$ cat config.mk
export PLATFORM = sky130hd
export DESIGN_NAME = tick_tone_sequencer_core
export DESIGN_NICKNAME = d
export VERILOG_FILES = /design/src/rtl/tts_pkg.sv /design/src/rtl/tts_seq.sv /design/src/rtl/tick_tone_sequencer_core.sv
export SDC_FILE = /design/constraint.sdc
export NUM_CORES = 1
export LEC_CHECK = 0
export BUFFER_PORTS_ARGS = -buffer_cell sky130_fd_sc_hd__buf_2
export CORE_MARGIN = 3
export CORE_UTILIZATION = 50
export CTS_CLUSTER_DIAMETER = 50
export DETAILED_ROUTE_END_ITERATION = 6
export MAX_ROUTING_LAYER = met4
export PLACE_DENSITY = 0.68
export SLEW_MARGIN = 20
export SYNTH_ARGS = -nofsm -noshare
export SYNTH_HDL_FRONTEND = slang
export SYNTH_SLANG_ARGS = --single-unit
$ cat constraint.sdc
create_clock -name clk -period 15.5 [get_ports clk]
set_input_delay 3.875 -clock clk [delete_from_list [all_inputs] [get_ports clk]]
set_output_delay 3.875 -clock clk [all_outputs]
set_load 0.005 [all_outputs]
$ cat src/rtl/tts_pkg.sv
// Shared types, constants and functions for the tick tone sequencer.
// Depends on nothing; used by tts_seq and tick_tone_sequencer_core.
package tts_pkg;

  // Frequency width default and the width of the frequencies held in the note ROM.
  localparam int FREQ_WIDTH_DEF = 12;
  localparam int ROM_FREQ_W     = 10;

  // Track codes.
  localparam logic [2:0] TRK_DEATH = 3'd2;
  localparam logic [2:0] TRK_WIN   = 3'd3;
  localparam logic [2:0] TRK_NONE  = 3'd7;

  // Sequence lengths in notes.
  localparam logic [2:0] DEATH_LEN = 3'd4;
  localparam logic [2:0] WIN_LEN   = 3'd5;

  // Marker for "no duty seen yet".
  localparam logic [4:0] DUTY_NONE = 5'd31;

  localparam logic [6:0] VOL_MAX = 7'd100;

  typedef struct packed {
    logic [ROM_FREQ_W-1:0] freq;
    logic [4:0]            dur;
  } note_t;

  // Status of one tick's result, apart from the frequency.
  typedef struct packed {
    logic       tone_enable;
    logic [4:0] tone_duty;
    logic       sequence_active;
  } tts_status_t;

  // Saturate the volume at 100 and divide by five. The reciprocal 205/1024
  // is exact for every value below 1024.
  function automatic logic [4:0] duty_from_volume(input logic [6:0] vol);
    logic [6:0]  v;
    logic [14:0] p;
    v = (vol > VOL_MAX) ? VOL_MAX : vol;
    p = 15'(v) * 15'd205;
    return p[14:10];
  endfunction

  // Note ROM for both one-shot sequences.
  function automatic note_t rom_note(input logic is_win, input logic [2:0] pos);
    note_t n;
    case ({is_win, pos})
      4'b0_000: n = '{freq: 10'd460, dur: 5'd1};
      4'b0_001: n = '{freq: 10'd300, dur: 5'd2};
      4'b0_010: n = '{freq: 10'd220, dur: 5'd5};
      4'b0_011: n = '{freq: 10'd0,   dur: 5'd6};
      4'b1_000: n = '{freq: 10'd440, dur: 5'd8};
      4'b1_001: n = '{freq: 10'd523, dur: 5'd8};
      4'b1_010: n = '{freq: 10'd659, dur: 5'd8};
      4'b1_011: n = '{freq: 10'd880, dur: 5'd16};
      4'b1_100: n = '{freq: 10'd0,   dur: 5'd14};
      default:  n = '{freq: 10'd0,   dur: 5'd0};
    endcase
    return n;
  endfunction

endpackage

$ cat src/rtl/tts_seq.sv
// Sequencer state and the per-tick update that produces one buzzer result.
// Depends on tts_pkg.
module tts_seq #(
  parameter int FREQ_WIDTH = tts_pkg::FREQ_WIDTH_DEF
) (
  input  logic                    clk,
  input  logic                    rst_n,
  input  logic                    step_en,
  input  logic [2:0]              track,
  input  logic [6:0]              volume,
  output tts_pkg::tts_status_t    res_status,
  output logic [FREQ_WIDTH-1:0]   res_freq
);

  logic [2:0]            active_track_r, active_track_nxt;
  logic [2:0]            note_pos_r, note_pos_nxt;
  logic [4:0]            ticks_r, ticks_nxt;
  logic                  running_r, running_nxt;
  logic [FREQ_WIDTH-1:0] cur_freq_r, cur_freq_nxt;
  logic [4:0]            last_duty_r, last_duty_nxt;
  logic                  drv_on_r, drv_on_nxt;
  logic [FREQ_WIDTH-1:0] drv_freq_r, drv_freq_nxt;
  logic [4:0]            drv_duty_r, drv_duty_nxt;

  logic [4:0]            duty;
  logic                  is_win;
  logic                  is_tab;
  logic [2:0]            seq_len;
  logic [4:0]            ticks_dec;
  logic [2:0]            pos_inc;
  logic [2:0]            start_pos;
  tts_pkg::note_t        note;
  logic [FREQ_WIDTH-1:0] note_freq;
  logic                  do_start;

  assign duty    = tts_pkg::duty_from_volume(volume);
  assign is_win  = (track == tts_pkg::TRK_WIN);
  assign is_tab  = (track == tts_pkg::TRK_DEATH) || is_win;
  assign seq_len = is_win ? tts_pkg::WIN_LEN : tts_pkg::DEATH_LEN;
  assign ticks_dec = (ticks_r != 5'd0) ? (ticks_r - 5'd1) : 5'd0;
  assign pos_inc   = note_pos_r + 3'd1;
  assign start_pos = (track != active_track_r) ? 3'd0 : pos_inc;
  assign note      = tts_pkg::rom_note(is_win, start_pos);
  assign note_freq = FREQ_WIDTH'(note.freq);

  always_comb begin
    active_track_nxt = active_track_r;
    note_pos_nxt     = note_pos_r;
    ticks_nxt        = ticks_r;
    running_nxt      = running_r;
    cur_freq_nxt     = cur_freq_r;
    last_duty_nxt    = last_duty_r;
    drv_on_nxt       = drv_on_r;
    drv_freq_nxt     = drv_freq_r;
    drv_duty_nxt     = drv_duty_r;
    do_start         = 1'b0;

    if (!is_tab) begin
      drv_on_nxt   = 1'b0;
      drv_freq_nxt = '0;
      drv_duty_nxt = '0;
    end else if (track != active_track_r) begin
      active_track_nxt = track;
      note_pos_nxt     = 3'd0;
      running_nxt      = 1'b1;
      do_start         = 1'b1;
    end else if (!running_r) begin
      if (duty == 5'd0) begin
        drv_on_nxt   = 1'b0;
        drv_freq_nxt = '0;
        drv_duty_nxt = '0;
      end
    end else begin
      // A volume change inside a note only touches the duty.
      if (duty != last_duty_r) begin
        last_duty_nxt = duty;
        if (duty == 5'd0) begin
          drv_on_nxt   = 1'b0;
          drv_freq_nxt = '0;
          drv_duty_nxt = '0;
        end else if (cur_freq_r != '0) begin
          drv_on_nxt   = 1'b1;
          drv_freq_nxt = cur_freq_r;
          drv_duty_nxt = duty;
        end
      end
      ticks_nxt = ticks_dec;
      if (ticks_dec == 5'd0) begin
        if (pos_inc >= seq_len) begin
          // End of the one-shot: go quiet and keep the track remembered.
          note_pos_nxt = seq_len - 3'd1;
          running_nxt  = 1'b0;
          drv_on_nxt   = 1'b0;
          drv_freq_nxt = '0;
          drv_duty_nxt = '0;
        end else begin
          note_pos_nxt = pos_inc;
          do_start     = 1'b1;
        end
      end
    end

    if (do_start) begin
      cur_freq_nxt  = note_freq;
      last_duty_nxt = duty;
      ticks_nxt     = note.dur;
      if ((note_freq == '0) || (duty == 5'd0)) begin
        drv_on_nxt   = 1'b0;
        drv_freq_nxt = '0;
        drv_duty_nxt = '0;
      end else begin
        drv_on_nxt   = 1'b1;
        drv_freq_nxt = note_freq;
        drv_duty_nxt = duty;
      end
    end
  end

  always_ff @(posedge clk) begin
    if (!rst_n) begin
      active_track_r <= tts_pkg::TRK_NONE;
      note_pos_r     <= 3'd0;
      ticks_r        <= 5'd0;
      running_r      <= 1'b0;
      cur_freq_r     <= '0;
      last_duty_r    <= tts_pkg::DUTY_NONE;
      drv_on_r       <= 1'b0;
      drv_freq_r     <= '0;
      drv_duty_r     <= 5'd0;
    end else if (step_en) begin
      active_track_r <= active_track_nxt;
      note_pos_r     <= note_pos_nxt;
      ticks_r        <= ticks_nxt;
      running_r      <= running_nxt;
      cur_freq_r     <= cur_freq_nxt;
      last_duty_r    <= last_duty_nxt;
      drv_on_r       <= drv_on_nxt;
      drv_freq_r     <= drv_freq_nxt;
      drv_duty_r     <= drv_duty_nxt;
    end
  end

  // The result reflects the state after this tick.
  assign res_status.tone_enable     = drv_on_nxt;
  assign res_status.tone_duty       = drv_on_nxt ? drv_duty_nxt : 5'd0;
  assign res_status.sequence_active = running_nxt;
  assign res_freq                   = drv_on_nxt ? drv_freq_nxt : '0;

endmodule

$ cat src/rtl/tick_tone_sequencer_core.sv
// Top level of the tick tone sequencer: request handshakes and result buffering.
// Depends on tts_pkg and tts_seq.
//
// Each input request is one tick carrying a track number and a volume, and
// produces exactly one result request with the buzzer drive for that tick.
// Tracks 2 (death) and 3 (win) play one-shot note sequences from an internal
// ROM; selecting a different table track restarts its sequence, while any
// other track silences the buzzer without disturbing the sequence state.
// After the last note the buzzer stays silent until the track changes. The
// volume saturates at 100 and the duty is volume divided by five. The block
// takes one tick per clock cycle while in_stall is low: the whole sequencer
// update is a single combinational pass from the state registers into the
// result register, which takes the result at the accepting edge unless it
// still holds an untaken one. A one-entry skid buffer behind the result
// register lets the block keep accepting while a result waits; in_stall
// rises only when both the result register and the skid buffer are full.
// There are no configuration registers and no clearing pass after reset.
module tick_tone_sequencer_core #(
  parameter int FREQ_WIDTH = tts_pkg::FREQ_WIDTH_DEF
) (
  input  logic                  clk,
  input  logic                  rst_n,
  input  logic                  in_valid,
  output logic                  in_stall,
  input  logic [2:0]            in_track_select,
  input  logic [6:0]            in_volume_level,
  output logic                  out_valid,
  input  logic                  out_stall,
  output logic                  out_tone_enable,
  output logic [FREQ_WIDTH-1:0] out_tone_frequency,
  output logic [4:0]            out_tone_duty,
  output logic                  out_sequence_active
);

  logic                  in_take;
  logic                  out_take;
  logic                  out_free;

  tts_pkg::tts_status_t  res_status;
  logic [FREQ_WIDTH-1:0] res_freq;

  logic                  out_valid_r;
  tts_pkg::tts_status_t  out_status_r;
  logic [FREQ_WIDTH-1:0] out_freq_r;

  logic                  skid_valid_r;
  tts_pkg::tts_status_t  skid_status_r;
  logic [FREQ_WIDTH-1:0] skid_freq_r;

  // The sequencer state advances only on an accepted tick.
  assign in_take  = in_valid && !skid_valid_r;
  assign out_take = out_valid_r && !out_stall;
  // The result register can be loaded when it is empty or being emptied.
  assign out_free = !out_valid_r || out_take;

  tts_seq #(
    .FREQ_WIDTH (FREQ_WIDTH)
  ) u_seq (
    .clk        (clk),
    .rst_n      (rst_n),
    .step_en    (in_take),
    .track      (in_track_select),
    .volume     (in_volume_level),
    .res_status (res_status),
    .res_freq   (res_freq)
  );

  // Control: valid flags of the result register and the skid buffer.
  always_ff @(posedge clk) begin
    if (!rst_n) begin
      out_valid_r  <= 1'b0;
      skid_valid_r <= 1'b0;
    end else if (out_free) begin
      if (skid_valid_r) begin
        out_valid_r  <= 1'b1;
        skid_valid_r <= 1'b0;
      end else begin
        out_valid_r <= in_take;
      end
    end else if (in_take) begin
      skid_valid_r <= 1'b1;
    end
  end

  // Payload: the skid entry drains first so results stay in order.
  always_ff @(posedge clk) begin
    if (out_free) begin
      if (skid_valid_r) begin
        out_status_r <= skid_status_r;
        out_freq_r   <= skid_freq_r;
      end else if (in_take) begin
        out_status_r <= res_status;
        out_freq_r   <= res_freq;
      end
    end else if (in_take) begin
      skid_status_r <= res_status;
      skid_freq_r   <= res_freq;
    end
  end

  assign in_stall            = skid_valid_r;
  assign out_valid           = out_valid_r;
  assign out_tone_enable     = out_status_r.tone_enable;
  assign out_tone_frequency  = out_freq_r;
  assign out_tone_duty       = out_status_r.tone_duty;
  assign out_sequence_active = out_status_r.sequence_active;

endmodule

==> out/results.ini, run 1 <==
[run_status]
status = finished clean

[critical_path]
end_kind = register
arrival_ns = 9.35
reg2reg_depth = 9
crit_required_ns = 15.60
criticalPathCategory = in -> reg
crit_path_start = in_volume_level[5]
r2r-start = u_seq.active_track_r[1]
crit_path_start_kind = input port
worstPathMaxFanout = 11

[cells_and_area]
layout_commonest_cell = dfxtp_1
syn_to_final_growth_pct = 7.04
final_nets = 673
mostFrequentLayoutCells = dfxtp_1, nand2_1, ha_1
fin_util_pct = 55.2
num_antenna_cells = 0
drive_above_1_share_pct = 13.1

[floorplan]
coreArea_mm2 = 0.0109
die_w_um = 112
dieArea_mm2 = 0.0125
pin_count = 35
rows = 38
dieHeight_um = 112
start_util_pct = 51.6

[sta]
fmax_ghz = 0.108
drv_slew = 0
worst_slew_pin_slew_ns = 1.09
hold_ws_ns = 0.467
rsz0062_at_grt = no
worst_slack_ns = 6.25
final.setup.tns_ns = 0
post-route-period-util_pct = 59.7
finalHoldViolCount = 0
relSlewSlack_pct = 27.4
setup_viol = 0
fin_skew_ns = 0.0144
min_period_ns = 9.25

[flow_run]
maxCapViolCount = 0

[place]
portBuffers = 34
pre_cts_ws_ns = 5.92
hpwl_um = 9280
gp_congestion = 0.885

[clock_tree]
cts.sinks = 84
cts-buffers-inserted = 9
postCtsSetupBuffers = 0
holdBufCountCts = 0
cts.clk_slew.worst_paths_ns = 0.08
cts-root-buf = clkbuf_8
cts_tree = built
h-tree-depth = 3
clk_latency_ns = 0.37
cts_buffer_depth = 2
cts_resized = 0

[pwr]
leakage_nw = 2.41
power.density_mw_per_mm2 = 105
power_uw = 634
vdd.ir_drop.worst_mv = 0.0731

[synth]
avgSynthCellArea_um2 = 9.45
netlist.top_cell.by_area = edfxtp_1
syn_inst = 594
synth_area_mm2 = 0.00561
synth.ff_latch_count = 84
ys.flop_type = dfxtp_1
synth_cell_type_count = 76
synth_edf_count = 38
synth_nets = 659
synth.top_cell.area_share_pct = 20.3
ys_warn_count = 0
async_flop_share_pct = 0
ys_seq_area_share_pct = 36.7
synthTopCellsByArea = edfxtp_1, dfxtp_1, ha_1, a21oi_1, nand2_1

[drt]
first_pass_iters = 5
wl_per_cell_um = 16.7
drtIter0Drc = 287
drt-vias-per-instance = 6.04
wl_um = 12600
route.detailed.drc = 0
ant_nets = 0
vias = 4549

[grt]
grt_antenna_before_repair = 0
grt_pass1_wl_um = 20700
overflow = 0
first_global_vias = 4151
grtUsageTotal_pct = 20.5
grt_start_max_net_pins = 47

[min_path]
hold_class = reg -> reg
hp-start = u_seq.active_track_r[2]
hold_path_depth = 2

## cell usage after synthesis (6+ instances only)
| master | instances |
|---|---|
| o221a_1 | 6 |
| a21o_1 | 8 |
| dfxtp_1 | 46 |
| nor3_1 | 9 |
| nand3_1 | 17 |
| clkbuf_1 | 23 |
| xnor2_1 | 12 |
| mux2i_1 | 12 |
| fa_1 | 7 |
| a32oi_1 | 7 |
| a211oi_1 | 9 |
| nand2_1 | 44 |
| edfxtp_1 | 38 |
| o31ai_1 | 13 |
| a31oi_1 | 7 |
| a22o_1 | 6 |
| and2_1 | 9 |
| ha_1 | 44 |
| nor2_1 | 43 |
| a21oi_1 | 36 |
| nand2b_1 | 11 |
| a21boi_0 | 19 |
| buf_2 | 6 |
| inv_1 | 33 |
| o21ai_0 | 27 |
| nor2b_1 | 14 |
## critical path, cell delays in order
cell,delay [ns]
buf_2,0.16
nand2_1,0.12
and2_1,0.24
ha_1,0.31
ha_1,0.29
fa_1,0.51
inv_1,0.06
fa_1,0.50
inv_1,0.04
ha_1,0.35
a31o_2,0.25
a41oi_1,0.26
nor3_1,0.12
or3_1,0.37
a21oi_1,0.62
a21oi_1,0.45
a32oi_1,0.38
a21boi_0,0.35
o31ai_1,0.10
## flip-flops by register name (all words and copies together), names as in the netlist
signal / cells
u_seq.drv_on_r: 1
u_seq.drv_duty_r: 5
u_seq.note_pos_r: 3
out_tone_frequency: 12
out_tone_enable: 1
skid_freq_r: 12
skid_status_r: 7
in_stall: 1
u_seq.active_track_r: 3
u_seq.last_duty_r: 5
u_seq.drv_freq_r: 12
u_seq.running_r: 1
u_seq.cur_freq_r: 9
out_valid: 1
u_seq.ticks_r: 5
out_sequence_active: 1
out_tone_duty: 5
## cell families (layout without fill, tap and decap cells)
kind of cell,Yosys count,after routing,share of synthesized area [%]
XOR/XNOR,16,16,2.74
buffers and inverters,70,89,5.48
flip-flops,84,84,36.7
adder cells (fa/ha/maj),51,51,12.3
multiplexers,14,14,2.54
AND/OR/NAND/NOR,176,176,16.1
AO/OA/AOI/OAI,183,183,24.1
## per-layer routing
layer  track usage (%)  vias up  part of all wire [%]
met5                 -        -                     0
met4              4.65        0                  0.99
met3              4.57       12                   5.6
met2              31.3      136                    46
met1              28.0     2185                    48
li1                  -     2216                     -
## stage by stage
step,area (µm²),instances
finish,6010,753
global route,6010,753
CTS,6010,753
detailed placement,5820,737
global placement,5820,737
floorplan,5610,594
## area by class of cell
cell class | count | area, µm²
tap | 140 | 175
inverter | 34 | 128
clock inverter | 5 | 61.3
fill | 1012 | 4880
multi-input combinational | 440 | 3240
sequential | 84 | 2060
clock buffer | 11 | 131
timing repair buffer | 39 | 208
## worst paths after layout
path | end | slack [ns]
max | out_tone_frequency[6] | 6.25
min | u_seq.active_track_r[2] | 0.47
max reg2reg | out_tone_duty[3] | 11.16
min reg2reg | u_seq.active_track_r[2] | 0.47
## report_power, final
group / switching (mW) / internal, mW / total (mW)
sequential: 0.00636 / 0.245 / 0.251
combinational: 0.138 / 0.0845 / 0.222
clock: 0.0844 / 0.0756 / 0.160
Power figures use the tool's default switching activity.
==> run 2: changes to the inputs <==
clock period = 9.6 ns   (was 15.5 ns; I/O delays follow)
==> run 2 against run 1 <==
Net effect: cell area about the same; combinational power up 61%; die area unchanged; hold slack worse by 0.0022 ns; worst setup slack got worse by 4.5 ns; clock power is 56% higher; highest routed layer unchanged; final cell count unchanged; sequential power is 62% higher; sequential cell count unchanged; sequential share of layout area is essentially flat.
==> out/results.ini, run 2 (same netlist as run 1, synthesis figures left out) <==
[run_status]
status = finished clean  ; unchanged

[sta]
rsz0062_at_grt = no  ; unchanged
setup_viol = 0  ; unchanged
worst_slew_pin_slew_ns = 1.11  ; was 1.09 ns
finalHoldViolCount = 0  ; unchanged
drv_slew = 0  ; unchanged
fin_skew_ns = 0.0127  ; was 0.0144 ns
fmax_ghz = 0.128
post-route-period-util_pct = 81.3
relSlewSlack_pct = 26.1  ; was 27.4%
min_period_ns = 7.80
final.setup.tns_ns = 0  ; unchanged

[clock_tree]
holdBufCountCts = 0  ; unchanged
cts.sinks = 84  ; unchanged
h-tree-depth = 3  ; unchanged
cts_resized = 0  ; unchanged
cts_buffer_depth = 2  ; unchanged
postCtsSetupBuffers = 0  ; unchanged
cts_tree = built  ; unchanged
cts-buffers-inserted = 9  ; unchanged
clk_latency_ns = 0.37  ; about the same
cts-root-buf = clkbuf_8  ; unchanged
cts.clk_slew.worst_paths_ns = 0.09  ; was 0.08 ns

[cells_and_area]
fin_cells = 753  ; unchanged
final_nets = 673  ; unchanged
layout_commonest_cell = dfxtp_1  ; unchanged
syn_to_final_growth_pct = 7.06  ; was 7.04%
num_antenna_cells = 0  ; unchanged
drive_above_1_share_pct = 13.4  ; was 13.1%
mostFrequentLayoutCells = dfxtp_1, nand2_1, ha_1  ; unchanged
n_fill_cell = 1002  ; was 1,012

[floorplan]
pin_count = 35  ; unchanged
dieHeight_um = 112  ; unchanged
die_w_um = 112  ; unchanged
dieArea_mm2 = 0.0125  ; unchanged
rows = 38  ; unchanged
start_util_pct = 51.6  ; unchanged
coreArea_mm2 = 0.0109  ; unchanged

[place]
hpwl_um = 9230  ; was 9280 µm
portBuffers = 34  ; unchanged
dpl.cell_count = 737  ; unchanged
gp_congestion = 0.885  ; about the same

[drt]
drt-vias-per-instance = 6.03  ; was 6.04
wl_um = 12600  ; about the same
drtIter0Drc = 358  ; was 287
first_pass_iters = 5  ; unchanged
route.detailed.drc = 0  ; unchanged
vias = 4539  ; was 4,549
ant_nets = 0  ; unchanged
wl_per_cell_um = 16.7  ; about the same

[critical_path]
crit_path_start_kind = input port  ; unchanged
crit_required_ns = 9.70  ; was 15.60 ns
criticalPathCategory = in -> reg  ; unchanged
arrival_ns = 7.90  ; was 9.35 ns
worstPathMaxFanout = 11  ; unchanged
end_kind = register  ; unchanged

[pwr]
leakage_nw = 2.42  ; was 2.41 nW
power.density_mw_per_mm2 = 169  ; was 105 mW/mm²
vdd.ir_drop.worst_mv = 0.119  ; was 0.0731 mV

[min_path]
hold_class = reg -> reg  ; unchanged

[flow_run]
maxCapViolCount = 0  ; unchanged

[grt]
grt_start_max_net_pins = 47  ; unchanged
grtUsageTotal_pct = 21.1  ; was 20.5%
grt_antenna_before_repair = 0  ; unchanged
grt_pass1_wl_um = 21000  ; was 20,700 µm
first_global_vias = 4200  ; was 4,151
overflow = 0  ; unchanged

-- run 2: changes by cell type in the layout (fill, tap and decap cells not counted), sizes merged --
| cell | before | now |
|---|---|---|
| clkinv | 2 | 3 |
| bufinv | 1 | 0 |
-- run 2: critical path, cell delays in order --
cell and delay [ns]:
buf_2 0.16, nand2_1 0.13, and2_1 0.24, ha_1 0.31, ha_1 0.29, fa_1 0.51
inv_1 0.05, fa_1 0.49, inv_1 0.04, ha_1 0.35, a31o_2 0.25, a41oi_1 0.27
nor3_1 0.12, or3_1 0.37, a21oi_1 0.62, a21oi_1 0.45, a32oi_1 0.34, a21boi_0 0.40
o31ai_1 0.12
-- run 2: final timing paths --
kind	to	cells past startpoint	slack [ns]	startpoint
setup / recovery	out_tone_frequency[9]	19	1.80	in_volume_level[5]
setup reg to reg	out_tone_duty[2]	9	5.29	u_seq.active_track_r[0]
hold reg to reg	u_seq.active_track_r[2]	2	0.47	u_seq.active_track_r[2]
hold / removal	u_seq.active_track_r[2]	2	0.47	u_seq.active_track_r[2]
-- run 2: per-stage QoR --
step	setup slack (ns)	power (mW)	hold WS, ns	area, µm²	utilization [%]
6_report	1.80	1.01	0.465	6010	55.2
5_1_grt	1.43	1.08	0.493	6010	55.2
4_1_cts	1.86	1.02	0.470	6010	55.2
3_5_place_dp	1.51	0.769	0.456	5820	53.4
3_3_place_gp	1.52	0.765	0.447	5820	53.4
2_1_floorplan	2.43	0.697	0.435	5610	-
-- run 2: final cells by class --
| class | count | area, µm² | share of cell area (%) |
|---|---|---|---|
| clock buffers | 11 | 151 | 2.52 |
| clock inverters | 5 | 42.5 | 0.708 |
| inverters | 34 | 128 | 2.12 |
| multi-input cells | 440 | 3240 | 54.0 |
| flip-flops and latches | 84 | 2060 | 34.3 |
| well taps | 140 | 175 | 2.91 |
| repair buffers | 39 | 208 | 3.46 |
-- run 2: where the power goes --
part	internal (mW)	switching, mW
combinational	0.136	0.222
clock	0.111	0.139
sequential	0.395	0.0103
total	0.643	0.371
-- run 2: layer usage --
metal,up-vias,wire [µm],global-route usage [%]
met3,14,738,4.62
met1,2166,5990,29.0
met4,0,168,5.61
met5,-,0,-
li1,2218,-,-
met2,141,5690,31.7
